File: src/sv/iie_pkg.sv
// Shared types, opcodes and constants for the integer execute block.
package iie_pkg;

   localparam int NUM_REGS  = 32;
   localparam int REG_IDX_W = $clog2(NUM_REGS);
   localparam int XLEN      = 32;
   localparam int RID_W     = 5;

   localparam logic [XLEN-1:0] LUI_MASK  = 32'hffff_f000;
   localparam logic [XLEN-1:0] SHIFT_MAX = 32'd31;
   localparam logic [XLEN-1:0] PC_STEP   = 32'd4;

   // request tdata layout, lowest bit first
   localparam int REQ_DATA_W = 56;
   localparam int REQ_CMD_LO = 0;
   localparam int REQ_RD_LO  = 5;
   localparam int REQ_RSA_LO = 10;
   localparam int REQ_RSB_LO = 15;
   localparam int REQ_IMM_LO = 20;

   // response tdata layout, lowest bit first
   localparam int RSP_DATA_W = 72;
   localparam int RSP_PC_LO  = 0;
   localparam int RSP_WEN    = 32;
   localparam int RSP_WIDX_LO = 33;
   localparam int RSP_WVAL_LO = 38;
   localparam int RSP_ILL    = 70;

   typedef enum logic [4:0] {
      OP_ADD   = 5'd0,
      OP_SUB   = 5'd1,
      OP_XOR   = 5'd2,
      OP_OR    = 5'd3,
      OP_AND   = 5'd4,
      OP_SLL   = 5'd5,
      OP_SRL   = 5'd6,
      OP_SRA   = 5'd7,
      OP_SLT   = 5'd8,
      OP_SLTU  = 5'd9,
      OP_ADDI  = 5'd10,
      OP_XORI  = 5'd11,
      OP_ORI   = 5'd12,
      OP_ANDI  = 5'd13,
      OP_SLTI  = 5'd14,
      OP_SLTIU = 5'd15,
      OP_LUI   = 5'd16,
      OP_BEQ   = 5'd17,
      OP_BNE   = 5'd18,
      OP_BLT   = 5'd19,
      OP_BLTU  = 5'd20,
      OP_BGE   = 5'd21,
      OP_BGEU  = 5'd22,
      OP_JAL   = 5'd23,
      OP_JALR  = 5'd24
   } op_type;

   typedef struct packed {
      logic            en;
      logic [RID_W-1:0] idx;
      logic [XLEN-1:0] value;
   } wr_port_type;

   // register numbers that hold state: not zero and inside the file
   function automatic logic reg_in_range(input logic [RID_W-1:0] idx);
      return (idx != '0) && ({1'b0, idx} < (RID_W + 1)'(NUM_REGS));
   endfunction

endpackage

File: src/sv/iie_regfile.sv
// Register file: two registered read ports, one write port, valid bits and write bypass.
module iie_regfile
   import iie_pkg::*;
(
   input  logic             clock,
   input  logic             reset,
   input  logic             rd_en,
   input  logic [RID_W-1:0] rd_addr_a,
   input  logic [RID_W-1:0] rd_addr_b,
   input  wr_port_type      wr,
   output logic [XLEN-1:0]  rd_data_a,
   output logic [XLEN-1:0]  rd_data_b
);

   logic [XLEN-1:0]     mem [NUM_REGS];
   logic [NUM_REGS-1:0] valid_ff;
   logic [XLEN-1:0]     q_a_ff, q_b_ff;
   logic [XLEN-1:0]     byp_val_ff;
   logic                byp_a_ff, byp_b_ff;
   logic                live_a_ff, live_b_ff;

   logic [REG_IDX_W-1:0] ra, rb, wa;

   assign ra = rd_addr_a[REG_IDX_W-1:0];
   assign rb = rd_addr_b[REG_IDX_W-1:0];
   assign wa = wr.idx[REG_IDX_W-1:0];

   always_ff @(posedge clock) begin
      if (wr.en) begin
         mem[wa] <= wr.value;
      end
      if (rd_en) begin
         q_a_ff <= mem[ra];
         q_b_ff <= mem[rb];
      end
   end

   // entries not yet written read as zero
   always_ff @(posedge clock) begin
      if (reset) begin
         valid_ff <= '0;
      end else if (wr.en) begin
         valid_ff[wa] <= 1'b1;
      end
   end

   // the write landing this cycle is not yet in the array: take it directly
   always_ff @(posedge clock) begin
      if (rd_en) begin
         byp_val_ff <= wr.value;
         byp_a_ff   <= wr.en && (wr.idx == rd_addr_a);
         byp_b_ff   <= wr.en && (wr.idx == rd_addr_b);
         live_a_ff  <= reg_in_range(rd_addr_a) && valid_ff[ra];
         live_b_ff  <= reg_in_range(rd_addr_b) && valid_ff[rb];
      end
   end

   assign rd_data_a = byp_a_ff ? byp_val_ff : (live_a_ff ? q_a_ff : '0);
   assign rd_data_b = byp_b_ff ? byp_val_ff : (live_b_ff ? q_b_ff : '0);

endmodule

File: src/sv/iie_exec.sv
// Execute logic: ALU, compares, branch and jump target, writeback selection.
module iie_exec
   import iie_pkg::*;
(
   input  logic [4:0]       cmd,
   input  logic [RID_W-1:0] dest_reg,
   input  logic [XLEN-1:0]  immediate,
   input  logic [XLEN-1:0]  src_a,
   input  logic [XLEN-1:0]  src_b,
   input  logic [XLEN-1:0]  pc,
   output logic [XLEN-1:0]  next_pc,
   output wr_port_type      wr,
   output logic             illegal
);

   op_type          op;
   logic [XLEN-1:0] seq_pc, val, target;
   logic [4:0]      shamt;
   logic            writes, taken, slt_ab, slt_ai, ult_ab, ult_ai;

   assign op     = op_type'(cmd);
   assign seq_pc = pc + PC_STEP;
   assign shamt  = src_b[4:0];
   assign slt_ab = $signed(src_a) < $signed(src_b);
   assign slt_ai = $signed(src_a) < $signed(immediate);
   assign ult_ab = src_a < src_b;
   assign ult_ai = src_a < immediate;
   assign target = pc + {immediate[XLEN-2:0], 1'b0};

   always_comb begin
      val     = '0;
      writes  = 1'b0;
      taken   = 1'b0;
      illegal = 1'b0;
      next_pc = seq_pc;
      unique case (op)
         OP_ADD:   begin val = src_a + src_b;     writes = 1'b1; end
         OP_SUB:   begin val = src_a - src_b;     writes = 1'b1; end
         OP_XOR:   begin val = src_a ^ src_b;     writes = 1'b1; end
         OP_OR:    begin val = src_a | src_b;     writes = 1'b1; end
         OP_AND:   begin val = src_a & src_b;     writes = 1'b1; end
         OP_SLL, OP_SRL, OP_SRA: begin
            if (src_b > SHIFT_MAX) begin
               illegal = 1'b1;
            end else begin
               writes = 1'b1;
               case (op)
                  OP_SLL:  val = src_a << shamt;
                  OP_SRL:  val = src_a >> shamt;
                  default: val = XLEN'($signed(src_a) >>> shamt);
               endcase
            end
         end
         OP_SLT:   begin val = XLEN'(slt_ab);     writes = 1'b1; end
         OP_SLTU:  begin val = XLEN'(ult_ab);     writes = 1'b1; end
         OP_ADDI:  begin val = src_a + immediate; writes = 1'b1; end
         OP_XORI:  begin val = src_a ^ immediate; writes = 1'b1; end
         OP_ORI:   begin val = src_a | immediate; writes = 1'b1; end
         OP_ANDI:  begin val = src_a & immediate; writes = 1'b1; end
         OP_SLTI:  begin val = XLEN'(slt_ai);     writes = 1'b1; end
         OP_SLTIU: begin val = XLEN'(ult_ai);     writes = 1'b1; end
         OP_LUI:   begin val = immediate & LUI_MASK; writes = 1'b1; end
         OP_BEQ:   taken = (src_a == src_b);
         OP_BNE:   taken = (src_a != src_b);
         OP_BLT:   taken = slt_ab;
         OP_BLTU:  taken = ult_ab;
         OP_BGE:   taken = !slt_ab;
         OP_BGEU:  taken = !ult_ab;
         OP_JAL:   begin val = seq_pc; writes = 1'b1; taken = 1'b1; end
         OP_JALR: begin
            val     = seq_pc;
            writes  = 1'b1;
            next_pc = (src_a + immediate) & ~XLEN'(1);
         end
         default: ;
      endcase
      if (taken) begin
         next_pc = target;
      end
      // an oversized shift leaves the pc where it is
      if (illegal) begin
         next_pc = pc;
      end
   end

   always_comb begin
      wr.en    = writes && reg_in_range(dest_reg);
      wr.idx   = wr.en ? dest_reg : '0;
      wr.value = wr.en ? val : '0;
   end

endmodule

File: src/sv/integer_instruction_execute.sv
// Top level: instruction register, execute stage, pc and response register.
//
//  channel | ports                    | item
//  --------+--------------------------+---------------------------------------
//  req     | req_tvalid/tready/tdata  | decoded instruction, one per item
//  rsp     | rsp_tvalid/tready/tdata  | next pc, register write, illegal flag
//
//  One item per cycle unless rsp stalls; staged in instruction then response register.
//  Register read is a registered read of the file in the accept cycle; the
//  execute stage's write is bypassed into the read so back-to-back items chain.
//  Reset clears pc, the register valid bits and both stage valids.
//  A stalled response holds the execute stage, which then stops req_tready.
module integer_instruction_execute
   import iie_pkg::*;
(
   input  logic                  clock,
   input  logic                  reset,
   input  logic                  req_tvalid,
   output logic                  req_tready,
   // cmd[4:0], dest_reg[9:5], src_reg_a[14:10], src_reg_b[19:15], immediate[51:20]
   input  logic [REQ_DATA_W-1:0] req_tdata,
   output logic                  rsp_tvalid,
   input  logic                  rsp_tready,
   // next_pc[31:0], reg_written[32], written_index[37:33], written_value[69:38],
   // illegal[70]
   output logic [RSP_DATA_W-1:0] rsp_tdata
);

   logic                  s1_valid_ff;
   logic [4:0]            s1_cmd_ff;
   logic [RID_W-1:0]      s1_dest_ff;
   logic [XLEN-1:0]       s1_imm_ff;
   logic [XLEN-1:0]       pc_ff;
   logic                  rsp_valid_ff;
   logic [RSP_DATA_W-1:0] rsp_data_ff;

   logic            req_fire, s1_fire;
   logic [XLEN-1:0] src_a, src_b, exe_pc;
   logic            exe_illegal;
   wr_port_type     exe_wr, rf_wr;

   assign s1_fire    = s1_valid_ff && (!rsp_valid_ff || rsp_tready);
   assign req_tready = !s1_valid_ff || s1_fire;
   assign req_fire   = req_tvalid && req_tready;

   always_ff @(posedge clock) begin
      if (reset) begin
         s1_valid_ff <= 1'b0;
      end else if (req_tready) begin
         s1_valid_ff <= req_tvalid;
      end
   end

   always_ff @(posedge clock) begin
      if (req_fire) begin
         s1_cmd_ff  <= req_tdata[REQ_CMD_LO +: 5];
         s1_dest_ff <= req_tdata[REQ_RD_LO +: RID_W];
         s1_imm_ff  <= req_tdata[REQ_IMM_LO +: XLEN];
      end
   end

   // commit writes only when the item moves into the response register
   always_comb begin
      rf_wr    = exe_wr;
      rf_wr.en = exe_wr.en && s1_fire;
   end

   iie_regfile u_regfile (
      .clock     (clock),
      .reset     (reset),
      .rd_en     (req_fire),
      .rd_addr_a (req_tdata[REQ_RSA_LO +: RID_W]),
      .rd_addr_b (req_tdata[REQ_RSB_LO +: RID_W]),
      .wr        (rf_wr),
      .rd_data_a (src_a),
      .rd_data_b (src_b)
   );

   iie_exec u_exec (
      .cmd       (s1_cmd_ff),
      .dest_reg  (s1_dest_ff),
      .immediate (s1_imm_ff),
      .src_a     (src_a),
      .src_b     (src_b),
      .pc        (pc_ff),
      .next_pc   (exe_pc),
      .wr        (exe_wr),
      .illegal   (exe_illegal)
   );

   always_ff @(posedge clock) begin
      if (reset) begin
         pc_ff <= '0;
      end else if (s1_fire) begin
         pc_ff <= exe_pc;
      end
   end

   always_ff @(posedge clock) begin
      if (reset) begin
         rsp_valid_ff <= 1'b0;
      end else if (s1_fire) begin
         rsp_valid_ff <= 1'b1;
      end else if (rsp_tready) begin
         rsp_valid_ff <= 1'b0;
      end
   end

   always_ff @(posedge clock) begin
      if (s1_fire) begin
         rsp_data_ff <= {1'b0, exe_illegal, exe_wr.value, exe_wr.idx, exe_wr.en, exe_pc};
      end
   end

   assign rsp_tvalid = rsp_valid_ff;
   assign rsp_tdata  = rsp_data_ff;

endmodule

File: config.mk
export PLATFORM = sky130hd
export DESIGN_NAME = integer_instruction_execute
export DESIGN_NICKNAME = d
export VERILOG_FILES = /design/src/sv/iie_pkg.sv /design/src/sv/iie_regfile.sv /design/src/sv/iie_exec.sv /design/src/sv/integer_instruction_execute.sv
export SDC_FILE = /design/constraint.sdc
export NUM_CORES = 2
export LEC_CHECK = 0
export BUFFER_PORTS_ARGS = -buffer_cell sky130_fd_sc_hd__buf_2
export CORE_ASPECT_RATIO = 1.1
export CORE_MARGIN = 4
export CORE_UTILIZATION = 50
export DETAILED_ROUTE_END_ITERATION = 10
export GPL_TIMING_DRIVEN = 0
export PLACE_DENSITY = 0.71
export SLEW_MARGIN = 20
export SYNTH_ARGS = -nofsm -noshare
export SYNTH_HDL_FRONTEND = slang
export SYNTH_HIERARCHICAL = 1
export SYNTH_SLANG_ARGS = --single-unit
File: constraint.sdc
create_clock -name clock -period 25.8 [get_ports clock]
set_input_delay 2.58 -clock clock [delete_from_list [all_inputs] [get_ports clock]]
set_output_delay 2.58 -clock clock [all_outputs]
set_load 0.005 [all_outputs]
==> tab_implementation.tex <==
\begin{tabular}{lr}
\hline
Metric & Value \\
\hline
\multicolumn{2}{l}{\textbf{Outcome}} \\
Run status & finished, final reports clean \\
\multicolumn{2}{l}{\textbf{Route}} \\
Routed via count & 56800 \\
Detailed-router iteration count before antenna repair & 6 \\
Wire length per cell after detailed routing & 37.1 um \\
Count of nets left with antenna violations after detail routing & 0 \\
First DRT Iteration DRCs & 7235 \\
Vias per cell & 6.99 \\
DRC violation count after routing & 0 \\
Post-Route WL & 301000 um \\
\multicolumn{2}{l}{\textbf{Hold path}} \\
Type of the tightest min-delay check & reg -> reg \\
\multicolumn{2}{l}{\textbf{GRT}} \\
GR Util met2 & 63.5\% \\
Largest net degree at the start of global routing & 81 \\
Residual overflow from global routing & 0 \\
Gr usage total & 38.2\% \\
Number of global-route vias before repair & 55300 \\
First-pass GRT wire length & 416000 um \\
Number of antenna violations at the first check in global routing & 8 \\
Met3 routing resource usage after global routing & 6.94\% \\
Met1 layer usage reported by global route & 45.2\% \\
Global-route layer with the greatest usage & met2 \\
\multicolumn{2}{l}{\textbf{Timing}} \\
Clock skew after layout & 27.6 ps \\
Worst-case headroom to the max-slew limit & 15.4\% \\
Hold Vio Cnt, Final & 0 \\
Period utilization & 30.0\% \\
Setup repair after global routing missed its margin & false \\
Sum of negative setup slack & 0 ps \\
Worst-case hold slack & 496 ps \\
Finish-stage setup viols & 0 \\
Timing-limited maximum frequency & 129 MHz \\
Number of max-slew violations in the final report & 0 \\
Worst-margin pin slew & 1260 ps \\
Time the final worst path needs with I/O delays and setup & 7730 ps \\
\multicolumn{2}{l}{\textbf{Clock network}} \\
Maximum root-to-sink buffer count & 3 \\
Clk Latency, worst-skew pair & 800 ps \\
Cell at the root of the clock tree & sky130\_fd\_sc\_hd\_\_clkbuf\_16 \\
Number of hold buffers added after cts & 0 \\
Clock edge transition at the registers on the reported setup and hold paths & 60 ps \\
Clock net sink count & 1303 \\
Total clock buffers created by CTS & 136 \\
PostCTS Resize Cnt & 0 \\
\# Post-CTS Setup Buffers & 0 \\
Number of H-tree branching levels & 4 \\
Clock tree from TritonCTS & done \\
\multicolumn{2}{l}{\textbf{Die}} \\
Initial core utilization & 50.3\% \\
Height of the chip & 413 um \\
Area of the placeable core & 148000 um2 \\
Number of I/O pins & 134 \\
Overall die area & 155000 um2 \\
Row count & 148 \\
Overall die width & 376 um \\
\multicolumn{2}{l}{\textbf{Flow run}} \\
Maxcap violations & 0 \\
\multicolumn{2}{l}{\textbf{Placement}} \\
Number of I/O port buffers & 123 \\
Placed wire-length estimate & 229000 um \\
Final GP Congestion & 1.04 \\
Number of cells after detailed placement & 7873 \\
\multicolumn{2}{l}{\textbf{Worst setup path}} \\
Startpoint type of the worst setup path & flip-flop \\
Path type of the worst setup path & reg -> reg \\
Kind of cell adding the most delay to the critical path & buffers and inverters \\
Most frequent CP cell & sky130\_fd\_sc\_hd\_\_clkbuf\_1 \\
Buf+Inv Stages, Crit Path & 8 \\
Worst EP arrival & 8460 ps \\
Largest incremental delay on the critical path & 1020 ps \\
Worst-path maximum fanout & 10 \\
Type of element capturing the critical path & flip-flop \\
Cell-by-cell trace of the critical path & clkbuf\_1, nor2b\_1, clkbuf\_1, a22o\_1, clkbuf\_1, inv\_1, clkbuf\_1, clkbuf\_1, ha\_1, buf\_2, nand4\_1, nor4\_1, nand4\_1, o21ai\_0, a21oi\_1, o21ai\_1, nor2\_4, buf\_6, nand2\_1, nor3\_1, nor3\_1, nand2b\_1, mux2i\_1 \\
Critical-path cell with the highest stage delay & sky130\_fd\_sc\_hd\_\_nor4\_1 \\
Data required time at the worst endpoint & 26520 ps \\
\multicolumn{2}{l}{\textbf{Synth}} \\
Post-synthesis cell type count & 116 \\
Avg Inst Size Synth & 13.0 um2 \\
Register bit total from synthesis & 1303 \\
Number of enable-type register cells in the synthesized netlist & 1237 \\
Leading register cell type out of synthesis & sky130\_fd\_sc\_hd\_\_edfxtp\_1 \\
Cell count after synthesis & 5720 \\
Share of the yosys chip area belonging to registers & 51.7\% \\
Total number of yosys warnings & 6 \\
Combined area of all synthesized cells & 74400 um2 \\
Ys async rst share & 0\% \\
Post-synthesis net count & 5942 \\
\multicolumn{2}{l}{\textbf{Power}} \\
Largest vdd supply drop & 69.2 uV \\
Static leakage power & 29.6 nW \\
Power Density & 64.4 nW/um2 \\
\multicolumn{2}{l}{\textbf{Final layout}} \\
Area growth from synthesis to layout & 13.6\% \\
Total number of nets in the final design & 6283 \\
Post-layout util & 57.1\% \\
Fraction of final layout cells sized beyond drive strength 1 & 20.8\% \\
Commonest non-fill, non-tap cells in the layout & sky130\_fd\_sc\_hd\_\_edfxtp\_1, sky130\_fd\_sc\_hd\_\_mux2i\_1, sky130\_fd\_sc\_hd\_\_nor2\_1 \\
Commonest non-fill, non-tap cell in the layout & sky130\_fd\_sc\_hd\_\_edfxtp\_1 \\
Number of cells in the finished layout apart from fillers & 8124 \\
\hline
\end{tabular}
==> per-layer routing <==
| layer | vias up | share of wire (%) |
|---|---|---|
| li1 | 23400 | - |
| met1 | 28300 | 34 |
| met2 | 4083 | 47 |
| met3 | 978 | 9.6 |
| met4 | 6 | 8.7 |
| met5 | - | 0.011 |
==> cell type report <==
| cell class | instances | area [um2] |
|---|---|---|
| buffer | 464 | 2540 |
| clock inverter | 77 | 861 |
| inverter | 135 | 507 |
| clock buffer | 171 | 3630 |
| fill | 11800 | 63500 |
| tap | 1950 | 2440 |
| timing repair buffer | 203 | 2470 |
| sequential | 1303 | 38500 |
| multi-input combinational | 3818 | 33600 |
| antenna | 3 | 7.51 |
==> power breakdown <==
group          total, W  switching (W)  internal (W)
combinational   0.00104       0.000698      0.000343
clock           0.00199       0.000857       0.00114
sequential      0.00241      0.0000229       0.00239
total           0.00544        0.00158       0.00387
==> stage by stage <==
stage                     area (um2)  setup WS, ps  power [W]
final                          84500         18070    0.00544
after CTS                      84500         18270    0.00543
after global routing           84500         17950    0.00559
after floorplan                74400         15630    0.00304
after global placement         77400         12680    0.00341
after detailed placement       80000         18290    0.00346
==> kinds of logic after synthesis <==
logic type               share of synthesized area, %
AO/OA/AOI/OAI                                    13.4
other                                         0.00504
adder cells (fa/ha/maj)                          2.77
flip-flops                                       51.7
AND/OR/NAND/NOR                                  7.24
multiplexers                                     19.2
buffers and inverters                            4.09
XOR/XNOR                                         1.57
==> cell usage after synthesis (all sizes together) (151+ instances only) <==
master | instances | area [um2]
ha | 158 | 1980
mux4 | 355 | 8000
nand2 | 298 | 1120
o21ai | 208 | 1060
edfxtp | 1237 | 37100
a21oi | 297 | 1490
a221oi | 179 | 1810
buf | 244 | 1710
mux2i | 521 | 5220
o22ai | 151 | 945
clkbuf | 220 | 828
nor2 | 430 | 1640
==> flip-flops by register name (all words and copies together), names as in the netlist, 5 cells and up <==
signal / flops
pc_ff: 32
rsp_tdata: 71
s1_cmd_ff: 5
s1_dest_ff: 5
s1_imm_ff: 32
u_regfile/byp_val_ff: 32
u_regfile/mem: 1024
u_regfile/q_a_ff: 32
u_regfile/q_b_ff: 32
u_regfile/valid_ff: 32
==> worst min-delay path, delay by kind of cell, from the launching register on <==
family | cells | cell delay [ps]
flops | 1 | 340
simple gates | 2 | 130
==> final timing paths <==
path / slack, ps / start / cells past startpoint / end
min: 500 / u_regfile/valid_ff[5]$_SDFFE_PP0P_ / 2 / u_regfile/valid_ff[5]$_SDFFE_PP0P_
min reg2reg: 500 / u_regfile/valid_ff[5]$_SDFFE_PP0P_ / 2 / u_regfile/valid_ff[5]$_SDFFE_PP0P_
max reg2reg: 18070 / u_regfile/byp_b_ff$_DFFE_PP_ / 23 / pc_ff[27]$_SDFFE_PP0P_
max: 18070 / u_regfile/byp_b_ff$_DFFE_PP_ / 23 / pc_ff[27]$_SDFFE_PP0P_
No activity file was read; power rests on OpenSTA's default activity.
